**config.mk**
```make
export PLATFORM = sky130hd
export DESIGN_NAME = tshc_walk
export DESIGN_NICKNAME = d
export VERILOG_FILES = /design/src/rtl/tshc_pkg.sv /design/src/rtl/tshc_walk.sv
export SDC_FILE = /design/constraint.sdc
export NUM_CORES = 1
export LEC_CHECK = 0
export BUFFER_PORTS_ARGS = -buffer_cell sky130_fd_sc_hd__buf_2
export CAP_MARGIN = 20
export CORE_AREA = 2 2 100 102
export CTS_BUF_LIST = sky130_fd_sc_hd__clkbuf_16
export DETAILED_ROUTE_END_ITERATION = 8
export DIE_AREA = 0 0 102 104
export PLACE_DENSITY_LB_ADDON = 0.1
export SLEW_MARGIN = 10
export SYNTH_ARGS = -nofsm -noshare
export SYNTH_HDL_FRONTEND = slang
export SYNTH_SLANG_ARGS = --single-unit
```
**constraint.sdc**
```tcl
create_clock -name clk -period 2.88 [get_ports clk]
set_clock_uncertainty 0.1 [all_clocks]
set_input_delay 0.72 -clock clk [delete_from_list [all_inputs] [get_ports clk]]
set_output_delay 0.72 -clock clk [all_outputs]
set_load 0.02 [all_outputs]
```
**src/rtl/tshc_pkg.sv**
```systemverilog
// shared types and constants for the tour swap hill climb engine
package tshc_pkg;

    localparam int NUM_CITIES = 64;
    localparam int CITY_BITS  = $clog2(NUM_CITIES);
    localparam int DIST_BITS  = 24;
    localparam int LEN_BITS   = 30;
    localparam int DADDR_BITS = 2 * CITY_BITS;

    localparam logic [LEN_BITS-1:0] LENGTH_MAX = 30'd1073741760;
    localparam logic [CITY_BITS-1:0] LAST_POS  = CITY_BITS'(NUM_CITIES - 1);

    localparam logic [2:0] ACT_WRITE_DIST = 3'd0;
    localparam logic [2:0] ACT_WRITE_TOUR = 3'd1;
    localparam logic [2:0] ACT_EVALUATE   = 3'd2;
    localparam logic [2:0] ACT_TRY_SWAP   = 3'd3;
    localparam logic [2:0] ACT_READ_POS   = 3'd4;

    typedef logic [CITY_BITS-1:0] city_t;
    typedef logic [DIST_BITS-1:0] dist_t;
    typedef logic [LEN_BITS-1:0]  len_t;

    typedef struct packed {
        logic  start;
        logic  swap_en;
        city_t pos_a;
        city_t pos_b;
    } walk_ctrl_t;

    typedef struct packed {
        logic  done;
        len_t  length;
        city_t city_a;
        city_t city_b;
    } walk_stat_t;

endpackage

```
**src/rtl/tshc_walk.sv**
```systemverilog
// tour walk: streams tour positions and edge distances, sums the closed length
module tshc_walk (
    input  logic                              clk,
    input  logic                              rst_n,
    input  tshc_pkg::walk_ctrl_t              ctrl,
    output tshc_pkg::city_t                   tour_raddr,
    input  tshc_pkg::city_t                   tour_rdata,
    output logic [tshc_pkg::DADDR_BITS-1:0]   dist_raddr,
    input  tshc_pkg::dist_t                   dist_rdata,
    output tshc_pkg::walk_stat_t              stat
);

    logic            issuing_reg, issuing_next;
    tshc_pkg::city_t issue_pos_reg, issue_pos_next;
    logic            tvalid_reg, tvalid_next;
    tshc_pkg::city_t tidx_reg, tidx_next;
    logic            close_reg, close_next;
    logic            dvalid_reg, dvalid_next;
    logic            dlast_reg, dlast_next;
    logic            done_reg, done_next;
    tshc_pkg::city_t first_reg, first_next;
    tshc_pkg::city_t prev_reg, prev_next;
    tshc_pkg::city_t city_a_reg, city_a_next;
    tshc_pkg::city_t city_b_reg, city_b_next;
    tshc_pkg::len_t  sum_reg, sum_next;
    logic [tshc_pkg::LEN_BITS:0] sum_wide;

    // positions a and b read each other's city, so the swap is never written early
    always_comb
    begin
        tour_raddr = issue_pos_reg;
        if (ctrl.swap_en && issue_pos_reg == ctrl.pos_a)
        begin
            tour_raddr = ctrl.pos_b;
        end
        else if (ctrl.swap_en && issue_pos_reg == ctrl.pos_b)
        begin
            tour_raddr = ctrl.pos_a;
        end
    end

    assign dist_raddr = close_reg ? {prev_reg, first_reg} : {prev_reg, tour_rdata};

    assign sum_wide = {1'b0, sum_reg}
                    + (tshc_pkg::LEN_BITS + 1)'(dist_rdata);

    always_comb
    begin
        issuing_next   = issuing_reg;
        issue_pos_next = issue_pos_reg;
        tvalid_next    = 1'b0;
        tidx_next      = issue_pos_reg;
        close_next     = 1'b0;
        dvalid_next    = 1'b0;
        dlast_next     = 1'b0;
        done_next      = 1'b0;
        first_next     = first_reg;
        prev_next      = prev_reg;
        city_a_next    = city_a_reg;
        city_b_next    = city_b_reg;
        sum_next       = sum_reg;

        if (ctrl.start)
        begin
            issuing_next   = 1'b1;
            issue_pos_next = '0;
            sum_next       = '0;
        end
        else if (issuing_reg)
        begin
            tvalid_next    = 1'b1;
            issue_pos_next = issue_pos_reg + 1'b1;
            if (issue_pos_reg == tshc_pkg::LAST_POS)
            begin
                issuing_next = 1'b0;
            end
        end

        if (tvalid_reg)
        begin
            prev_next = tour_rdata;
            if (tidx_reg == '0)
            begin
                first_next = tour_rdata;
            end
            else
            begin
                dvalid_next = 1'b1;
            end
            if (tidx_reg == ctrl.pos_a)
            begin
                city_a_next = tour_rdata;
            end
            if (tidx_reg == ctrl.pos_b)
            begin
                city_b_next = tour_rdata;
            end
            if (tidx_reg == tshc_pkg::LAST_POS)
            begin
                close_next = 1'b1;
            end
        end

        // closing edge from the last city back to the first
        if (close_reg)
        begin
            dvalid_next = 1'b1;
            dlast_next  = 1'b1;
        end

        if (dvalid_reg)
        begin
            if (sum_wide > {1'b0, tshc_pkg::LENGTH_MAX})
            begin
                sum_next = tshc_pkg::LENGTH_MAX;
            end
            else
            begin
                sum_next = sum_wide[tshc_pkg::LEN_BITS-1:0];
            end
            done_next = dlast_reg;
        end
    end

    always_ff @(posedge clk or negedge rst_n)
    begin
        if (!rst_n)
        begin
            issuing_reg <= 1'b0;
            tvalid_reg  <= 1'b0;
            close_reg   <= 1'b0;
            dvalid_reg  <= 1'b0;
            dlast_reg   <= 1'b0;
            done_reg    <= 1'b0;
        end
        else
        begin
            issuing_reg <= issuing_next;
            tvalid_reg  <= tvalid_next;
            close_reg   <= close_next;
            dvalid_reg  <= dvalid_next;
            dlast_reg   <= dlast_next;
            done_reg    <= done_next;
        end
    end

    always_ff @(posedge clk)
    begin
        issue_pos_reg <= issue_pos_next;
        tidx_reg      <= tidx_next;
        first_reg     <= first_next;
        prev_reg      <= prev_next;
        city_a_reg    <= city_a_next;
        city_b_reg    <= city_b_next;
        sum_reg       <= sum_next;
    end

    assign stat.done   = done_reg;
    assign stat.length = sum_reg;
    assign stat.city_a = city_a_reg;
    assign stat.city_b = city_b_reg;

endmodule

```
## After elaboration in Yosys (flattened, before gate mapping)

Index checks and enable logic that the tools add are counted.

| word-level totals | value |
|---|---|
| register bits after elaboration | 72 |
| input bits | 46 |
| output and inout port bits | 61 |
| logic and storage cells | 47 |

| operators by class | value |
|---|---|
| add/subtract/negate cells | 2 |
| order comparisons | 1 |
| equal/unequal tests | 6 |
| multiplexer cells | 18 |
| reductions and logical operators | 7 |

Operators with widths:

| kind | count |
|---|---|
| 2-to-1 mux 30 bit | 3 |
| adder 30 x 24 -> 31 bit | 1 |
| > comparator 31 x 30 -> 1 bit, second input constant | 1 |
| equality test 6 bit | 4 |
| 2-to-1 mux 6 bit | 3 |
| equality test 6 bit, second input constant | 2 |
| 2-to-1 mux 1 bit | 12 |
| adder 6 x 1 -> 6 bit, second input constant | 1 |
| logical NOT 6 bit | 1 |
| AND reduction 2 bit | 3 |
| logical AND 1 bit | 2 |
| nonzero test 2 bit | 1 |

## Logic depth before layout (Yosys ltp)

Gate-level depths: netlist of the first run.

| logic depth | value |
|---|---|
| word-level depth | 4 |
| depth in mapped cells | 12 |
| depth with buffers taken out | 12 |

## Least setup slack after synthesis of the first run

OpenSTA, ideal clock, no wires.

| timing | value |
|---|---|
| path type | input to register |
| start | in dist_rdata[0] |
| end | reg sum_reg[0], data pin |
| library setup time | 270 ps |
| arrival | 3,177 ps |
| required time | 2,510 ps |
| slack | -668 ps |
| cell stages on the path | 12 |
| path buffers | 0 |
| cell sequence | ha_1 inv_1 fa_1 nor2b_1 o2111ai_2 nand4b_1 a211oi_1 o21bai_1 xnor2_1 or4_4 nor4_4 nor3b_1 |

| between the ends | value |
|---|---|
| word-level cells in the longest chain between the ends | 4 |

RTL lines:

| item | line | text |
|---|---|---|
| start, declared | tshc_walk.sv:9 | `input tshc_pkg::dist_t dist_rdata,` |
| adder 30 x 24 -> 31 bit (*) | tshc_walk.sv:45 | `+ (tshc_pkg::LEN_BITS + 1)'(dist_rdata);` |
| > comparator 31 x 30 -> 1 bit | tshc_walk.sv:113 | `if (sum_wide > {1'b0, tshc_pkg::LENGTH_MAX})` |
| 2-to-1 mux 30 bit (*) | tshc_walk.sv:113 |  |
| 2-to-1 mux 30 bit (*) | tshc_walk.sv:111 | `if (dvalid_reg)` |
| end signal, assigned | tshc_walk.sv:155 | `sum_reg <= sum_next;` |
| end, declared | tshc_walk.sv:25 | `tshc_pkg::len_t sum_reg, sum_next;` |

Mark *: on every way between the ends. The rest lies on a longest branch, timed or not.
A chain may end at the register's enable or synchronous reset.

## Worst setup path in the final report of the first run

| timing | value |
|---|---|
| start | in dist_rdata[4] |
| end | reg sum_reg[1], data pin |

| between the ends | value |
|---|---|
| word-level cells in the longest chain between the ends | 4 |

RTL lines:

| item | line |
|---|---|
| adder 30 x 24 -> 31 bit | tshc_walk.sv:45 |
| > comparator 31 x 30 -> 1 bit | tshc_walk.sv:113 |
| 2-to-1 mux 30 bit | tshc_walk.sv:113 |
| 2-to-1 mux 30 bit | tshc_walk.sv:111 |

No other way between the ends.

==> flow_summary.yaml, run 1 <==
floorplanning:
  core_um2: 9550
  initial_core_util_pct: 49.0
  dieWidth_um: 102
  pin_count: 107
  die_h_um: 104
  dieArea_um2: 10600
  rows: 36
sta:
  maxSlewHeadroom_pct: 48.1
  worst_slew_pin_slew_ps: 777
  timing.fmax_mhz: 299
  tns_ps: -8070
  hold_viol_final: 0
  fin_crit_sh_pct: 116
  slew_violations: 0
  setup_ws_ps: -469
  setup_violations: 30
  rsz0062_at_grt: "true"
  min_period_ps: 3350
final_layout:
  largest_register_ffs: 30
  finalInstanceArea_um2: 6790
  fillers: 779
  syn_to_final_growth_pct: 45.3
  n_antenna_cell: 0
  layout-drive-gt1-share_pct: 45.3
  final_cell_mix: "116 x buf_4, 105 x buf_2, 54 x edfxtp_1, 42 x nand2_1, 34 x nor2_1"
  layout_commonest_cell: "buf_4"
  fin_nets: 756
placement:
  gp_congestion: 0.957
  port_buffers: 106
  place_hpwl_um: 10200
  place_ws_ps: -858
  dpl-instance-area_um2: 6130
outcome:
  violations: "negative setup slack"
  status: "complete, but fails checks"
drt:
  num_vias: 4384
  routedWlPerCell_um: 16.4
  drcViolationCount: 0
  drtIter0Drc: 217
  vias_per_cell: 5.33
  dr.pass1.iters: 4
  ant_nets: 0
  routed_wirelength_um: 13500
worst_setup_path:
  crit_path_end_kind: "flop"
  cp_slowest_stage_delay_ps: 470
  startpoint_type: "input port"
  arrival_ps: 3330
  rrSetupSlack_ps: -430
  rr_worst_depth: 11
  worstPathCellList: "buf_2, ha_1, a21o_1, a31oi_2, a211oi_2, o31ai_4, a21o_1, a311oi_1, or4_4, nor4_4, buf_4, nor3_1"
  crit_slowest_cell: "or4_4"
  cpMostUsedCell: "a21o_1"
  crit_required_ps: 2860
  critPathMaxFanout: 6
  crit_type: "input port to flop"
synth:
  synth_edf_count: 54
  synthesis.nets: 539
  synth-seq-cells: 72
  synth_top_flop_cell: "edfxtp_1"
  async_flop_share_pct: 8.33
  syn_area_per_cell_um2: 10.0
  synth_area_um2: 4680
  yosysSeqAreaShare_pct: 43.0
  synth_cell_type_count: 64
  ys_warn_count: 0
  syn_inst: 467
clock_tree:
  cts_buffers: 9
  cts_tree: "yes"
  clockBufferDepth: 2
  cts_root_buf: "clkbuf_16"
  cts_sinks: 72
  cts_max_level: 3
  cts.clk_slew.worst_paths_ps: 60
  insertion_delay_ps: 340
global_route:
  grt_max_degree: 31
  track_usage_pct: 26.5
  grt.overflow.total: 0
  grt_pass1_wl_um: 22000
  grt_pass1_vias: 4479
  antenna_found_initial: 0
flow_run:
  max_cap_viol_count: 0
worst_hold_path:
  hp-class: "input port to asynchronous set/reset pin"
power:
  powerDensity_nw_per_um2: 639
  leakage_nw: 2.92
  ir_drop_v: 0.000442
-- timing repair --
action,4_1_cts,5_1_grt
hold buffers,0,0
gates resized for setup,28,7
gates cloned,1,0
setup endpoints to repair,29,36
pin swaps,18,8
setup buffers,16,5
-- cell usage after synthesis (6+ instances only) --
master,n,share of area [%]
nand4_1,14,1.9
dfxtp_1,12,5.1
a21oi_1,42,4.5
clkbuf_1,16,1.3
edfxtp_1,54,35
inv_1,12,0.96
xnor2_1,25,4.7
nor2_1,39,3.1
ha_1,25,6.7
xor2_1,25,4.7
mux2i_1,9,1.9
a21o_1,7,1.1
nand2_1,42,3.4
dfrtp_1,6,3.2
mux2_2,8,1.9
o21ai_0,22,2.4
nor4_1,6,0.80
nand3_1,10,1.1
-- layer usage --
layer  part of all wire, %  global-route usage (%)
met1                    42                    33.2
met2                    52                    46.2
met5                     0                       0
met3                   4.4                    4.44
met4                   2.0                    7.71
-- critical path, delay by kind of cell --
family	cells	cell delay (ps)
AO/OA/AOI/OAI	6	1280
AND/OR/NAND/NOR	3	690
buffers and inverters	2	290
adder cells (fa/ha/maj)	1	340
-- kinds of logic (layout without fill, tap and decap cells) --
kind of cell,count (synthesis),count (layout),synth area share [%]
AOI/OAI and AO/OA,110,110,15.7
xor gates and xnor gates,50,50,9.36
adders and majority gates,26,26,7.12
buffers and inverters,35,257,3.42
DFF,72,72,43.0
muxes,17,17,3.85
and+or+nand+nor,157,157,17.5
-- layout make-up --
class,instances,area [um2],share of cell area [%]
timing repair buffer,229,1510,22.2
clock buffer,9,225,3.31
clock inverter,7,87.6,1.29
inverter,12,45.0,0.663
multi-input combinational,360,2750,40.4
sequential,72,2010,29.6
tap,133,166,2.45
-- through the flow --
stage,utilization [%],std cells,total power [W],hold WS (ps)
after detailed placement,64.2,784,0.00300,364
after global placement,64.2,784,0.00300,367
after CTS,70.4,817,0.00431,95.1
after floorplan,-,467,0.00223,229
final,71.1,822,0.00434,103
after global routing,71.1,822,0.00457,98.0
-- power breakdown --
part           total [W]  switching [W]  internal, W
clock network    0.00117       0.000486     0.000688
registers        0.00132      0.0000833      0.00123
logic            0.00185       0.000929     0.000923
total            0.00434        0.00150      0.00284
-- worst paths after layout --
path,to,startpoint
max,sum_reg[1],dist_rdata[4]
min,close_reg,rst_n
max reg2reg,sum_reg[1],sum_reg[4]
min reg2reg,tidx_reg[5],issue_pos_reg[5]
max in group asynchronous,dlast_reg,rst_n
min in group clk,tidx_reg[5],issue_pos_reg[5]
Note: power is estimated with default switching activity, not from simulation.
==> run 2, diff against run 1 <==
Settings changed: PLACE_DENSITY set to 0.89, PLACE_DENSITY_LB_ADDON 0.1 to not set.
==> run 2 against run 1 <==
Effect of this change: the flow still finishes with violations (negative setup slack); cell count shrank 0.85%; clock power is essentially flat; flip-flop and latch count is the same; global-route usage grew 0.50 points; total power grew 1.2%; via count grew 5.5%; core utilization grew 0.76 points; largest cell class unchanged.
==> flow_summary.yaml, run 2 (synthesized netlist as in run 1, its figures left out) <==
drt:
  routedWlPerCell_um: 17.6
  ant_nets: 0
  num_vias: 4625
  dr.pass1.iters: 5
  routed_wirelength_um: 14400
  drtIter0Drc: 257
  vias_per_cell: 5.67
  drcViolationCount: 0
clock_tree:
  cts_tree: "yes"
  clockBufferDepth: 2
  cts_sinks: 72
  cts_max_level: 3
  cts_buffers: 9
  insertion_delay_ps: 340
  cts.clk_slew.worst_paths_ps: 70
  cts_root_buf: "clkbuf_16"
  holdBufCountCts: 0
flow_run:
  max_cap_viol_count: 0
sta:
  maxSlewHeadroom_pct: 17.1
  finalHoldWorstSlack_ps: 96.9
  fin_crit_sh_pct: 117
  setup_violations: 8
  hold_viol_final: 0
  setup_ws_ps: -481
  worst_slew_pin_slew_ps: 1240
  timing.fmax_mhz: 298
  rsz0062_at_grt: "true"
  min_period_ps: 3360
  slew_violations: 0
outcome:
  violations: "negative setup slack"
  status: "complete, but fails checks"
global_route:
  grt_max_degree: 31
  grt.overflow.total: 0
  grt_pass1_wl_um: 22700
  grt_pass1_vias: 4775
  antenna_found_initial: 0
  track_usage_pct: 27.0
worst_setup_path:
  arrival_ps: 3340
  rrSetupSlack_ps: -480
  r2r-end: "sum_reg[4]"
  cp_slowest_stage_delay_ps: 460
  crit_type: "flop to flop"
  critPathMaxFanout: 6
  crit_required_ps: 2860
  startpoint_type: "flop"
  crit_slowest_cell: "or4_4"
  crit_path_end_kind: "flop"
  r2r_start: "sum_reg[1]"
  rr_worst_depth: 12
  worstPathCellList: "ha_1, a21o_1, nand4_1, a211oi_2, buf_4, o31ai_4, a211oi_2, a311oi_1, or4_4, nor4_4, buf_4, nor3b_1"
final_layout:
  regArea_um2: 2010
  n_antenna_cell: 0
  layout-drive-gt1-share_pct: 47.2
  layout_commonest_cell: "buf_4"
  multi_input_area_um2: 2860
  largest_register_ffs: 30
  syn_to_final_growth_pct: 46.8
  fin_nets: 749
  fillers: 682
  final_cell_mix: "109 x buf_4, 103 x buf_2, 54 x edfxtp_1, 41 x nand2_1, 36 x nor2_1"
worst_hold_path:
  hp-class: "input port to asynchronous set/reset pin"
floorplanning:
  die_h_um: 104
  core_um2: 9550
  dieWidth_um: 102
  rows: 36
  initial_core_util_pct: 49.0
  pin_count: 107
  dieArea_um2: 10600
power:
  leakage_nw: 2.92
  pwr-share-clk_pct: 26.6
  powerDensity_nw_per_um2: 640
  p_int_w: 0.00286
  comb_power_share_pct: 43.2
  swShare_pct: 34.8
  p_sw_w: 0.00153
  ir_drop_v: 0.000306
  pwr-share-seq_pct: 30.2
placement:
  gp_congestion: 0.931
  place_ws_ps: -873
  place_hpwl_um: 10300
  port_buffers: 106
## run 2: timing repair
| item | CTS | global route |
|---|---|---|
| setup buffers | 8 | 4 |
| gates resized for setup | 23 | 41 |
| pin swaps | 15 | 10 |
| endpoints found under the setup margin | 30 | 35 |
## run 2: final cells by class
cell class | count | share of cell area [%]
clock buffers | 11 | 4.01
multi-input cells | 360 | 41.7
flip-flops and latches | 72 | 29.3
well taps | 133 | 2.42
inverters | 12 | 0.656
repair buffers | 222 | 21.3
clock inverters | 5 | 0.620
## run 2: worst max path at each step
| stage | from | end | slack, ps | cells after the start |
|---|---|---|---|---|
| CTS | sum_reg[4] | sum_reg[4] | -380 | 11 |
| detailed placement | dist_rdata[6] | sum_reg[1] | -870 | 12 |
| global route | dist_rdata[1] | sum_reg[1] | -620 | 13 |
| global placement | dist_rdata[6] | sum_reg[5] | -880 | 12 |
| floorplan | dist_rdata[0] | sum_reg[0] | -420 | 12 |
| finish | sum_reg[1] | sum_reg[4] | -480 | 12 |
## run 2: per-layer routing
layer  wire [um]  part of all wire, %  global-route usage [%]
met1        5620                   39                    32.2
met2        7430                   52                    46.9
met5           0                    0                       0
met3         882                  6.1                    5.11
met4         444                  3.1                    11.1
## run 2: power by group through the flow
stage               clock network [W]  registers [W]  logic [W]
floorplan                           0        0.00140   0.000828
global placement                    0        0.00133    0.00162
detailed placement                  0        0.00134    0.00166
CTS                           0.00117        0.00132    0.00178
global route                  0.00122        0.00134    0.00204
finish                        0.00117        0.00133    0.00190
## run 2: critical path, delay by kind of cell, from the launching register on
kind	cells	cell delay, ps
buffers and inverters	2	360
AOI/OAI and AO/OA	5	1000
DFF	1	440
and+or+nand+nor	4	900
adders and majority gates	1	300
## run 2: metrics by stage
step                      std cells  instance area (um2)  utilization [%]  TNS [ps]  total power [W]
after floorplan                 467                 4810                -     -3690          0.00223
after global placement          787                 6160             64.5    -15720          0.00295
after detailed placement        787                 6160             64.5    -16980          0.00300
after CTS                       811                 6670             69.8     -2380          0.00427
after global routing            815                 6870             71.9     -4550          0.00459
final                           815                 6870             71.9     -2880          0.00439
==> run 3, diff against run 2 <==
Settings changed: GPL_TIMING_DRIVEN set to 0.
==> run 3 against run 2 <==
Effect of this change: the run still ends with negative setup slack left; sequential power about the same; worst setup slack lost 3.9 ps; routed wire length shrank 9.2%; clock power down 4%; sequential share of layout area increased by 3.2 points; core utilization down 6.9 points; total power down 12%; register-to-register slack gained 30 ps.
==> flow_summary.yaml, run 3 (synthesized netlist as in run 1, its figures left out) <==
outcome:
  status: "complete, but fails checks"
  violations: "negative setup slack"
sta:
  slew_violations: 0
  min_period_ps: 3370
  finalHoldWorstSlack_ps: 95.3
  fin_crit_sh_pct: 117
  setup_ws_ps: -485
  hold_viol_final: 0
  setup_violations: 23
  timing.fmax_mhz: 297
  rsz0062_at_grt: "true"
  maxSlewHeadroom_pct: 36.2
  worst_slew_pin_slew_ps: 957
drt:
  ant_nets: 0
  drcViolationCount: 0
  drtIter0Drc: 288
  vias_per_cell: 5.73
  num_vias: 4228
  routed_wirelength_um: 13100
  dr.pass1.iters: 5
  routedWlPerCell_um: 17.7
floorplanning:
  rows: 36
  initial_core_util_pct: 49.0
  pin_count: 107
  dieWidth_um: 102
  die_h_um: 104
  core_um2: 9550
  dieArea_um2: 10600
global_route:
  grt.overflow.total: 0
  grt_pass1_vias: 4106
  antenna_found_initial: 0
  track_usage_pct: 23.5
  grt_max_degree: 31
  grt_pass1_wl_um: 19800
worst_setup_path:
  cp_slowest_stage_delay_ps: 560
  cp_top_family: "simple AND/OR/NAND/NOR gates"
  critPathMaxFanout: 9
  crit_required_ps: 2860
  worstPathCellList: "buf_2, ha_1, buf_6, a21o_1, and2_1, a21oi_2, a21oi_1, a211oi_2, xor2_1, or4_4, nor4_4, buf_6, nor3b_2"
  crit_slowest_cell: "or4_4"
  crit_path_end_kind: "flop"
  rr_worst_depth: 14
  cpMostUsedCell: "buf_6"
  critical_path_depth: 13
  startpoint_type: "input port"
  arrival_ps: 3340
  crit_type: "input port to flop"
  crit_buf_inv: 3
power:
  total_power_w: 0.00385
  ir_drop_v: 0.000333
  powerDensity_nw_per_um2: 621
  leakage_nw: 2.52
final_layout:
  n_antenna_cell: 0
  largest_register_ffs: 30
  syn_to_final_growth_pct: 32.7
  fin_nets: 672
  final_cell_mix: "103 x buf_2, 54 x edfxtp_1, 42 x nand2_1, 37 x nor2_1, 25 x xor2_1"
  layout-drive-gt1-share_pct: 38.2
  layout_commonest_cell: "buf_2"
  finalInstanceArea_um2: 6210
placement:
  place_hpwl_um: 9100
  port_buffers: 105
  gp_congestion: 0.918
  dpl-instance-area_um2: 5500
  place_ws_ps: -1120
clock_tree:
  insertion_delay_ps: 340
  cts.clk_slew.worst_paths_ps: 60
  cts_max_level: 3
  cts_root_buf: "clkbuf_16"
  clockBufferDepth: 2
  cts_sinks: 72
  holdBufCountCts: 0
  cts_buffers: 9
  cts_tree: "yes"
worst_hold_path:
  hp-class: "input port to asynchronous set/reset pin"
flow_run:
  max_cap_viol_count: 0
-- run 3: changes by cell type in the layout (fill, tap and decap cells not counted), moves of 2 or more --
cell      previous run  this run
buf_4              109        21
clkbuf_1             0         9
a21oi_1             19        24
a21oi_2             21        16
ha_1                14        19
ha_4                 9         4
nor4_1               6         2
nor4_2               0         3
a211oi_2             4         2
dfxtp_1             10         8
dfxtp_2              2         4
nor3b_1              3         1
nor3b_2              1         3
-- run 3: worst paths after layout --
check / start / to / slack (ps)
max: dist_rdata[6] / sum_reg[5] / -490
min: rst_n / done_reg / 100
max reg2reg: sum_reg[0] / sum_reg[5] / -450
min reg2reg: close_reg / dlast_reg / 280
max in group asynchronous: rst_n / dlast_reg / 2440
min in group clk: close_reg / dlast_reg / 280
-- run 3: layout make-up --
| type | count | area, um2 |
|---|---|---|
| Buffer | 18 | 129 |
| Clock buffer | 10 | 250 |
| Clock inverter | 6 | 47.5 |
| Fill cell | 768 | 3340 |
| Inverter | 12 | 45.0 |
| Multi-Input combinational cell | 360 | 2810 |
| Sequential cell | 72 | 2020 |
| Tap cell | 133 | 166 |
| Timing Repair Buffer | 127 | 737 |
-- run 3: per-layer routing --
layer	GRT usage (%)	part of all wire (%)
met3	4.84	6.8
met1	29.6	40
met4	6.38	1.8
met5	0	0
met2	40.6	51
-- run 3: worst reg2reg max path: cells and delay by family (launching register included) --
| kind | cells | cell delay [ps] |
|---|---|---|
| compound gates | 3 | 600 |
| fa+ha+maj | 2 | 410 |
| buf+inv | 3 | 440 |
| flops | 1 | 430 |
| simple gates | 6 | 1100 |
-- run 3: report_power, final --
group | leakage, nW | switching [W] | total, W | internal, W
clock network | 0.151 | 0.000476 | 0.00112 | 0.000648
logic | 1.65 | 0.000852 | 0.00141 | 0.000563
registers | 0.717 | 0.0000786 | 0.00131 | 0.00123
total | 2.52 | 0.00141 | 0.00385 | 0.00245
-- run 3: what timing repair did --
item	4_1_cts	5_1_grt
setup buffers	13	9
cloned	0	1
gates resized for setup	18	47
pin swaps	15	24
setup endpoints to repair	25	36
-- run 3: through the flow --
stage | std cells | TNS, ps | utilization (%)
2_1_floorplan | 467 | -3690 | -
3_3_place_gp | 705 | -14740 | 57.6
3_5_place_dp | 705 | -16570 | 57.6
4_1_cts | 729 | -3070 | 62.3
5_1_grt | 738 | -7450 | 65.0
6_report | 738 | -5310 | 65.0
